`config.mk`:
```
export PLATFORM = sky130hd
export DESIGN_NAME = azp_ctrl
export DESIGN_NICKNAME = d
export VERILOG_FILES = /design/src/rtl/assert_macros.svh /design/src/rtl/azp_pkg.sv /design/src/rtl/azp_ctrl.sv
export SDC_FILE = /design/constraint.sdc
export NUM_CORES = 1
export LEC_CHECK = 0
export CAP_MARGIN = 15
export CORE_MARGIN = 2
export CORE_UTILIZATION = 30
export CTS_BUF_LIST = sky130_fd_sc_hd__clkbuf_8 sky130_fd_sc_hd__clkbuf_16
export DETAILED_ROUTE_END_ITERATION = 10
export DONT_BUFFER_PORTS = 1
export SLEW_MARGIN = 40
export SYNTH_ARGS = -nofsm -noshare
export SYNTH_HDL_FRONTEND = slang
export SYNTH_SLANG_ARGS = --single-unit
```
`constraint.sdc`:
```
create_clock -name clk -period 4.8 [get_ports clk]
set_clock_uncertainty 0.15 [all_clocks]
set_input_delay 0.48 -clock clk [delete_from_list [all_inputs] [get_ports clk]]
set_output_delay 0.48 -clock clk [all_outputs]
set_load 0.03 [all_outputs]
```
`src/rtl/assert_macros.svh`:
```
// assertion macros used by the rtl top level
// assumes a clock named clk and an active-low reset named arst_n in scope
`ifndef ASSERT_MACROS_SVH
`define ASSERT_MACROS_SVH

// check on every rising clock edge outside reset
`define AZP_ASSERT(lbl, prop, msg) \
	lbl: assert property (@(posedge clk) disable iff (!arst_n) (prop)) else $error(msg);

// implication form, antecedent and consequent given apart
`define AZP_ASSERT_IMPL(lbl, ante, cons, msg) \
	`AZP_ASSERT(lbl, (ante) |-> (cons), msg)

`endif

```
`src/rtl/azp_pkg.sv`:
```
// types, codes and constants of the angular z-buffer projector
// no dependencies
`timescale 1ns / 1ps

package azp_pkg;

	typedef enum logic [1:0] {
		OP_PROJECT,
		OP_READ,
		OP_CLEAR,
		OP_NONE
	} azp_op_t;

	typedef enum logic [2:0] {
		CFG_ROT_COS,
		CFG_ROT_SIN,
		CFG_TRANS_X,
		CFG_TRANS_Y,
		CFG_BINS_PER_RAD,
		CFG_ACTIVE_BINS,
		CFG_SPARE6,
		CFG_SPARE7
	} azp_cfg_t;

	typedef enum logic [3:0] {
		ST_CLEAR,
		ST_IDLE,
		ST_ROT,
		ST_SUM,
		ST_PRE,
		ST_ITER,
		ST_GAIN,
		ST_POS,
		ST_UPD,
		ST_RD,
		ST_RDOUT
	} azp_state_t;

	typedef struct packed {
		logic load;
		logic rot;
		logic sum;
		logic pre;
		logic iter;
		logic gain;
		logic pos;
		logic upd;
		logic rd;
		logic clr;
		logic cnt_zero;
		logic out_load;
	} azp_cmd_t;

	typedef struct packed {
		logic iter_last;
		logic clr_last;
	} azp_sts_t;

	localparam logic signed [15:0] ROT_COS_RST = 16'sd16384;
	localparam logic [23:0] BPR_RST = 24'd890043;
	localparam logic [10:0] ACTIVE_RST = 11'd1024;
	localparam logic signed [19:0] HALF_PI_Q16 = 20'sd102944;
	localparam logic [15:0] GAIN_Q16 = 16'd39797;
	localparam logic [15:0] EMPTY_RANGE = 16'hFFFF;

	// arctan(2^-i) in Q.16 radians
	function automatic logic [15:0] atan_q16(input logic [4:0] i);
		logic [15:0] v;
		case (i)
			5'd0: v = 16'd51472;
			5'd1: v = 16'd30386;
			5'd2: v = 16'd16055;
			5'd3: v = 16'd8150;
			5'd4: v = 16'd4091;
			5'd5: v = 16'd2047;
			5'd6: v = 16'd1024;
			5'd7: v = 16'd512;
			5'd8: v = 16'd256;
			5'd9: v = 16'd128;
			5'd10: v = 16'd64;
			5'd11: v = 16'd32;
			5'd12: v = 16'd16;
			5'd13: v = 16'd8;
			5'd14: v = 16'd4;
			5'd15: v = 16'd2;
			5'd16: v = 16'd1;
			default: v = 16'd0;
		endcase
		return v;
	endfunction

endpackage

```
`src/rtl/azp_ctrl.sv`:
```
// sequencer of the projector: item intake, step order, result valid
// depends on azp_pkg
`timescale 1ns / 1ps

module azp_ctrl (
	input  logic              clk,
	input  logic              arst_n,
	input  logic              s_tvalid,
	output logic              s_tready,
	input  logic [1:0]        op,
	output logic              m_tvalid,
	input  logic              m_tready,
	output azp_pkg::azp_cmd_t cmd,
	input  azp_pkg::azp_sts_t sts
);

	azp_pkg::azp_state_t state_q, state_d;
	logic out_valid_q;

	always_ff @(posedge clk or negedge arst_n) begin
		if (!arst_n) begin
			state_q <= azp_pkg::ST_CLEAR;
		end else begin
			state_q <= state_d;
		end
	end

	always_ff @(posedge clk or negedge arst_n) begin
		if (!arst_n) begin
			out_valid_q <= 1'b0;
		end else if (cmd.out_load) begin
			out_valid_q <= 1'b1;
		end else if (m_tready) begin
			out_valid_q <= 1'b0;
		end
	end

	assign m_tvalid = out_valid_q;

	always_comb begin
		state_d = state_q;
		cmd = '0;
		s_tready = 1'b0;
		case (state_q)
			azp_pkg::ST_CLEAR: begin
				cmd.clr = 1'b1;
				if (sts.clr_last) begin
					cmd.cnt_zero = 1'b1;
					state_d = azp_pkg::ST_IDLE;
				end
			end
			azp_pkg::ST_IDLE: begin
				s_tready = 1'b1;
				if (s_tvalid) begin
					cmd.load = 1'b1;
					case (azp_pkg::azp_op_t'(op))
						azp_pkg::OP_PROJECT: state_d = azp_pkg::ST_ROT;
						azp_pkg::OP_READ: state_d = azp_pkg::ST_RD;
						azp_pkg::OP_CLEAR: state_d = azp_pkg::ST_CLEAR;
						default: state_d = azp_pkg::ST_IDLE;
					endcase
				end
			end
			azp_pkg::ST_ROT: begin
				cmd.rot = 1'b1;
				state_d = azp_pkg::ST_SUM;
			end
			azp_pkg::ST_SUM: begin
				cmd.sum = 1'b1;
				state_d = azp_pkg::ST_PRE;
			end
			azp_pkg::ST_PRE: begin
				cmd.pre = 1'b1;
				cmd.cnt_zero = 1'b1;
				state_d = azp_pkg::ST_ITER;
			end
			azp_pkg::ST_ITER: begin
				cmd.iter = 1'b1;
				if (sts.iter_last) begin
					cmd.cnt_zero = 1'b1;
					state_d = azp_pkg::ST_GAIN;
				end
			end
			azp_pkg::ST_GAIN: begin
				cmd.gain = 1'b1;
				state_d = azp_pkg::ST_POS;
			end
			azp_pkg::ST_POS: begin
				cmd.pos = 1'b1;
				state_d = azp_pkg::ST_UPD;
			end
			azp_pkg::ST_UPD: begin
				cmd.upd = 1'b1;
				state_d = azp_pkg::ST_IDLE;
			end
			azp_pkg::ST_RD: begin
				cmd.rd = 1'b1;
				state_d = azp_pkg::ST_RDOUT;
			end
			azp_pkg::ST_RDOUT: begin
				// wait until the output register is free
				if (!out_valid_q || m_tready) begin
					cmd.out_load = 1'b1;
					state_d = azp_pkg::ST_IDLE;
				end
			end
			default: state_d = azp_pkg::ST_IDLE;
		endcase
	end

endmodule

```
Yosys cells after proc, flatten, opt, wreduce, memory -nomap -nowiden
Cells that the tools add are included.
Word-level totals
  memories kept: 0
  bits in latches: 0
  output and inout bits: 14
  flip-flop bits (word level): 5
  bits in writable memories: 0
  input bits: 8
  logic and storage cells: 49
  bits in read-only memories: 0
Operators by class
  reductions and logical operators: 6
  bitwise gates (word level): 0
  equality and inequality tests: 16
  multiply operators: 0
  div/mod/pow operators: 0
  shift operators: 0
  $add $sub $neg: 0
  magnitude comparators: 0
  multiplexer cells: 25
Operator list (number)
  4-bit case mux with 10 select lines: 1
  1-bit 2-to-1 mux: 18
  4-bit by 3-bit == test with 1-bit output (second input constant): 4
  4-bit 2-to-1 mux: 4
  4-bit == test (second input constant): 3
  4-bit case mux with 3 select lines: 1
  4-bit by 2-bit == test with 1-bit output (second input constant): 2
  2-bit != test (second input constant): 4
  4-bit by 1-bit == test with 1-bit output (second input constant): 1
  4-bit logical NOT: 1
  4-bit AND reduction: 1
  1-bit case mux with 3 select lines: 1
  2-bit by 1-bit == test with 1-bit output (second input constant): 1
  2-bit == test (second input constant): 1
  2-bit logical NOT: 1
  2-bit nonzero test: 1
  1-bit logical NOT: 1
  1-bit logical OR: 1

Depth between registers and ports, before layout
Gate-level depths: netlist of the first run.
  depth in word-level cells: 5
  depth in mapped cells: 5
  depth with buffers taken out: 4

Worst setup path before layout of the first run
OpenSTA, ideal clock, no wires.
  kind: register to output
  from: register state_q[1]
  to: output cmd[11] in the netlist's numbering
  required time: 4.170 ns
  path buffers: 1
  stages on the path, launching flop included: 5
  arrival time: 1.802 ns
  path slack: 2.368 ns
  path through: dfrtp_1 buf_2 nand2b_4 nor3_1 and2_1
RTL lines
  start: declaration: RTL line azp_ctrl.sv:17  | azp_pkg::azp_state_t state_q, state_d;
  start signal: assignment: RTL line azp_ctrl.sv:22  | state_q <= azp_pkg::ST_CLEAR;
  start signal: assignment: RTL line azp_ctrl.sv:24  | state_q <= state_d;
  end: declaration: RTL line azp_ctrl.sv:13  | output azp_pkg::azp_cmd_t cmd,

==> flow_summary.ini, run 1 <==
[route]
num_vias = 381
dr.max_layer_used = met3
wl_met1_um = 413
wl_met2_um = 486
drt_wl_total_um = 943
drtIter0Drc = 7
detail-route-antenna-nets = 0
wl_per_cell_um = 13.3
drc = 0
first_pass_iters = 4
vias_per_cell = 5.37
met3_length_um = 43

[grt]
grt_pass1_wl_mm = 1.55
grtUsageTotal_pct = 11.3
grt_overflow = 0
grt_max_degree = 16
antenna_found_initial = 0
grt_pass1_vias = 346

[placed_design]
place_congestion = 0.687
io_buffers = 0
hpwl_um = 700

[synth]
yosys.area.top_type = dfrtp_1
postSynthAreaPerCell_um2 = 8.23
syn-cell-area_um2 = 444
netlist_instances = 54
synth-seq-area-share_pct = 28.2
synth_ff_type = dfrtp_1
synth_edf_count = 0
yosysWarnings = 0
yosysTopAreaCellShare_pct = 28.2
yosysUniqueCellTypes = 27
syn_nets = 62
ys_ff_latch = 5
ys_top_cells_by_area = dfrtp_1 (28%), nor2_1 (7.6%), nor3_1 (6.8%), o32ai_4 (6.2%), nand2b_1 (5.6%)
synthArstFlopShare_pct = 100

[finish]
multi_input_area_um2 = 328
final_cell_mix = nor2_1 (9), nor3_2 (6), dfrtp_1 (5)
n_fill_cell = 134
nets = 65
final_common_cell = nor2_1
layout-drive-gt1-share_pct = 28.6
areaGrowthSynthToFinish_pct = 21.1
diodes = 0
seqCellArea_um2 = 125

[clock_network]
insertion_delay_ps = 220
cts_resized = 0
h-tree-depth = 1
clkSinkCount = 5
root_buffer = clkbuf_8
tritoncts = built
tritoncts.num_buffers = 3
clkSlewWorstSetupHoldPaths_ps = 40
clockBufferDepth = 2

[die]
core-area_mm2 = 0.00135
die_area_mm2 = 0.00180
boundaryPins = 22
die_w_um = 42.5
die_h_um = 42.5
start_util_pct = 32.9
std_cell_rows = 13

[sta]
finalCritPeriodShare_pct = 50.7
setup_tns_ps = 0
rsz0062_at_grt = no
hold_violations = 0
setup_viol = 0
slew_headroom_pct = 61.3
tightest_slew_ps = 579
maxSlewViolCount = 0
hold_slack_ps = 364
period_needed_ps = 2440
fmax_mhz = 411

[power_and_ir_drop]
vdd_drop_max_mv = 0.282
power.density_mw_per_mm2 = 827
power.leakage_uw = 0.000226

[worst_setup_path]
crit_required_ps = 4170
arrival_ps = 1810
worst_setup_path_start_kind = register
critPathKind = reg -> out
cp_max_fo = 12
cp-end-kind = output pin

[flow_run]
cap_violations = 0

[outcome]
status = complete, no violations

[hold_path]
hp-class = in -> reg
-- cell families after synthesis --
logic type | after synthesis | share of synthesized area (%)
XOR/XNOR | 1 | 1.97
buffers and inverters | 5 | 4.79
multiplexers | 2 | 5.91
AND/OR/NAND/NOR | 30 | 38.6
AO/OA/AOI/OAI | 11 | 20.6
flip-flops | 5 | 28.2
-- final timing paths --
| kind | to | cells after the start | startpoint | slack, ps |
|---|---|---|---|---|
| max in group asynchronous | state_q[1] | 1 | arst_n | 3900 |
| min in group asynchronous | state_q[0] | 1 | arst_n | 400 |
| max reg2reg | state_q[0] | 4 | state_q[2] | 2870 |
| min reg2reg | state_q[2] | 1 | state_q[3] | 620 |
| min | m_tvalid | 2 | m_tready | 360 |
| max | cmd[11] | 3 | state_q[1] | 2360 |
-- registers in the layout (all words and copies together) (netlist names) --
name and cells:
m_tvalid 1, state_q 4
-- power by group --
group	internal, uW	switching [uW]	leakage [uW]
Clock	54.8	20.4	0.0000269
Sequential	57.7	60.4	0.0000642
Combinational	98.7	153	0.000135
-- worst max-delay path: stages, from the launching register on --
cell and delay (ps):
dfrtp_1 510, nand2b_4 240, nor3_2 440, and2_1 390
-- routing by layer --
metal	GRT usage, %	vias to the layer above
li1	-	194
met1	13.4	174
met2	17.8	13
met3	3.02	0
met4	7.50	0
met5	0	-
-- synth_stat cells (2+ instances only) --
master / instances
o21ai_0: 2
dfrtp_1: 5
nor3_1: 6
nor2b_1: 2
a21oi_1: 2
clkbuf_1: 2
nor2_1: 9
buf_2: 2
nand2_1: 2
nand2b_1: 4
o22ai_1: 2
-- cell type report --
cell class | count | area share [%]
Tap cell | 15 | 3.49
Clock inverter | 1 | 0.698
Timing Repair Buffer | 2 | 3.26
Inverter | 1 | 0.698
Clock buffer | 3 | 7.67
Multi-Input combinational cell | 44 | 60.9
Sequential cell | 5 | 23.3
-- through the flow --
stage                     cell area, um2  power (uW)  util, %  cells  worst slack (ps)
after floorplan                      444         326        -     54              2370
after global placement               453         354     33.5     66              2330
after detailed placement             478         367     35.4     66              2600
after CTS                            533         445     39.5     71              2370
after global routing                 538         477     39.9     71              2290
final                                538         445     39.9     71              2360
-- timing repair --
| item | CTS | global route |
|---|---|---|
| hold endpoints to repair | 5 | 0 |
| hold buffers | 1 | 0 |
| setup buffers | 0 | 0 |
(Power assumes the default switching activity.)
==> run 2: changes to the inputs <==
Clock period 4.8 ns to 2.3 ns, I/O delays scaled along.
==> flow_summary.ini, run 2 (synthesis gave the netlist of run 1 again) <==
[clock_network]
h-tree-depth = 1
insertion_delay_ps = 220
clkSlewWorstSetupHoldPaths_ps = 30
clkSinkCount = 5
tritoncts.num_buffers = 3
clockBufferDepth = 2
tritoncts = built
root_buffer = clkbuf_8
post_cts_buffers = 0

[placed_design]
io_buffers = 0
hpwl_um = 701
place_congestion = 0.740
dp.cells = 73

[power_and_ir_drop]
power.density_mw_per_mm2 = 1690
vdd_drop_max_mv = 0.592
power.leakage_uw = 0.000250

[grt]
grt_max_degree = 16
grt_pass1_vias = 329
grt_overflow = 0
grt_pass1_wl_mm = 1.44
grtUsageTotal_pct = 10.7
antenna_found_initial = 0

[die]
core-area_mm2 = 0.00135
std_cell_rows = 13
die_area_mm2 = 0.00180
boundaryPins = 22
start_util_pct = 32.9
die_w_um = 42.5
die_h_um = 42.5

[hold_path]
hp-class = in -> reg

[finish]
final_cell_mix = nor2_1 (9), buf_4 (8), nor3_1 (6)
seqCellArea_um2 = 125
multi_input_area_um2 = 298
areaGrowthSynthToFinish_pct = 26.2
layoutNonFillerInstCount = 78
diodes = 0
n_fill_cell = 141
nets = 72
final_common_cell = nor2_1
largest-register = state_q
largest_reg_flops = 4
layout-drive-gt1-share_pct = 27.0

[sta]
setup_viol = 0
setup_tns_ps = 0
slew_headroom_pct = 63.3
hold_violations = 0
period_needed_ps = 1960
maxSlewViolCount = 0
rsz0062_at_grt = no
tightest_slew_ps = 549
fmax_mhz = 511
finalCritPeriodShare_pct = 85.0

[route]
num_vias = 406
wl_per_cell_um = 12.1
vias_per_cell = 5.21
drc = 0
drt_wl_total_um = 946
first_pass_iters = 2
detail-route-antenna-nets = 0
drtIter0Drc = 8

[worst_setup_path]
worst_path_largest_cell_delay_ps = 590
crit_required_ps = 1920
critPathKind = reg -> out
crit_chain = nand2b_1 -> nor2_1
arrival_ps = 1580
worst_setup_path_start_kind = register
cp_max_fo = 15
cp-end-kind = output pin
slowest_stage = dfrtp_1

[outcome]
status = complete, no violations

[flow_run]
cap_violations = 0
-- run 2: what timing repair did --
| action | CTS | global route |
|---|---|---|
| endpoints found under the hold margin | 5 | 0 |
| hold buffers | 1 | 0 |
| resized for setup | 0 | 0 |
-- run 2: cell type report --
| type | instances | share of cell area (%) |
|---|---|---|
| repair buffers | 9 | 12.5 |
| inverters | 1 | 0.670 |
| flip-flops and latches | 5 | 22.3 |
| clock buffers | 3 | 7.37 |
| clock inverters | 1 | 0.670 |
| well taps | 15 | 3.35 |
| multi-input cells | 44 | 53.1 |
-- run 2: final timing paths --
path,from,endpoint,slack [ps],cells past startpoint
worst max-delay path,state_q[2],cmd[7],340,2
worst min register to register,state_q[3],state_q[2],550,1
worst min-delay path,m_tready,m_tvalid,120,2
max in group asynchronous,arst_n,state_q[1],1640,1
worst max register to register,state_q[2],state_q[0],480,4
min in group asynchronous,arst_n,m_tvalid,160,1
-- run 2: where the power goes --
part | total (uW) | internal [uW] | switching (uW)
clock network | 154 | 114 | 40.1
logic | 561 | 245 | 316
registers | 232 | 121 | 111
-- run 2: critical path, delay by kind of cell, from the launching register on --
family        cells  cell delay (ps)
simple gates      2              760
flops             1              590
-- run 2: per-layer routing --
layer | GRT usage (%) | wire, um
met2 | 15.7 | 472
met3 | 5.60 | 53
met4 | 3.75 | 0
met1 | 13.3 | 420
met5 | 0 | 0
-- run 2: metrics by stage --
step	util, %	total power, uW	area (um2)	hold WS, ps	setup slack [ps]
floorplan	-	680	444	-216	118
global placement	37.4	789	505	-215	530
detailed placement	37.4	795	505	-215	502
CTS	41.5	957	561	116	352
global route	41.5	1020	561	129	245
finish	41.5	947	561	115	345
==> run 3: changes to the inputs <==
Settings changed: CORE_AREA set to 2 2 39 41, CORE_MARGIN 2 to not set, CORE_UTILIZATION 30 to not set, DIE_AREA set to 0 0 41 43.
==> flow_summary.ini, run 3 (synthesis gave the netlist of run 1 again) <==
[placed_design]
io_buffers = 0
dpl-instance-area_um2 = 507
place_congestion = 0.679
hpwl_um = 725

[route]
detail-route-antenna-nets = 0
vias_per_cell = 5.13
drt_wl_total_um = 974
num_vias = 405
drtIter0Drc = 3
drc = 0
first_pass_iters = 3
wl_per_cell_um = 12.3

[sta]
finalCritPeriodShare_pct = 84.0
setup_tns_ps = 0
maxSlewViolCount = 0
tightest_slew_ps = 543
period_needed_ps = 1930
fmax_mhz = 518
slew_headroom_pct = 63.7
setup_viol = 0
rsz0062_at_grt = no
hold_violations = 0

[hold_path]
hp-class = in -> reg
holdPathStages = 2

[power_and_ir_drop]
power.leakage_uw = 0.000250
power_uw = 952
vdd_drop_max_mv = 0.556
power.density_mw_per_mm2 = 1690

[clock_network]
clkSinkCount = 5
insertion_delay_ps = 220
tritoncts.num_buffers = 3
clockBufferDepth = 2
clkSlewWorstSetupHoldPaths_ps = 40
post_cts_buffers = 0
root_buffer = clkbuf_8
tritoncts = built
h-tree-depth = 1

[finish]
layout-drive-gt1-share_pct = 27.0
nets = 72
stdcell_area_um2 = 562
largest_reg_flops = 4
n_fill_cell = 152
final_cell_mix = nor2_1 (9), buf_4 (8), nor3_1 (6)
final_common_cell = nor2_1
largest-register = state_q
areaGrowthSynthToFinish_pct = 26.5
diodes = 0

[worst_setup_path]
rr_worst_depth = 4
crit_required_ps = 1920
cp_max_fo = 15
cp-end-kind = output pin
arrival_ps = 1550
worst_setup_path_start_kind = register
critPathKind = reg -> out

[grt]
grtUsageTotal_pct = 11.9
grt_overflow = 0
grt_pass1_vias = 326
grt_pass1_wl_mm = 1.39
antenna_found_initial = 0
grt_max_degree = 16

[die]
start_util_pct = 32.1
boundaryPins = 22
die_area_mm2 = 0.00176
die_w_um = 41
std_cell_rows = 14
core-area_mm2 = 0.00138
die_h_um = 43

[outcome]
status = complete, no violations

[flow_run]
cap_violations = 0
-- run 3: worst paths after layout --
kind	startpoint	end	slack [ps]
setup reg to reg	state_q[2]	state_q[0]	500
max in group asynchronous	arst_n	state_q[2]	1640
min in group asynchronous	arst_n	m_tvalid	160
hold / removal	m_tready	m_tvalid	100
hold reg to reg	state_q[3]	state_q[2]	580
setup / recovery	state_q[2]	cmd[7]	370
-- run 3: repair_timing --
| item | in CTS | in global routing |
|---|---|---|
| endpoints found under the hold margin | 5 | 0 |
| resized for setup | 0 | 0 |
| hold buffers | 1 | 0 |
-- run 3: final cells by class --
cell class	count	area [um2]	share of cell area [%]
clock buffer	3	41.3	7.35
clock inverter	1	3.75	0.668
inverter	1	3.75	0.668
multi-input combinational	44	298	53.0
sequential	5	125	22.3
tap	16	20.0	3.56
timing repair buffer	9	70.1	12.5
-- run 3: report_power, final --
part | leakage (uW) | total, uW | internal, uW | switching, uW
combinational | 0.000159 | 562 | 245 | 317
sequential | 0.0000642 | 235 | 121 | 114
clock | 0.0000269 | 155 | 114 | 40.8
-- run 3: layer usage --
| layer | track usage [%] | wire, um | up-vias |
|---|---|---|---|
| li1 | - | - | 211 |
| met1 | 14.0 | 457 | 185 |
| met2 | 16.9 | 476 | 9 |
| met3 | 7.33 | 40 | 0 |
| met4 | 4.67 | 0 | 0 |
| met5 | 0 | 0 | - |
-- run 3: critical path, cell delays in order, from the launching register on --
cell	delay, ps
dfrtp_1	590
nand2b_1	250
nor2_1	490
-- run 3: per-stage QoR --
stage / setup WS, ps / instances / utilization, % / hold slack [ps]
after CTS: 346 / 79 / 40.6 / 99.7
after floorplan: 118 / 54 / - / -216
final: 369 / 79 / 40.6 / 102
after detailed placement: 484 / 74 / 36.6 / -216
after global placement: 517 / 74 / 36.6 / -215
after global routing: 225 / 79 / 40.6 / 119
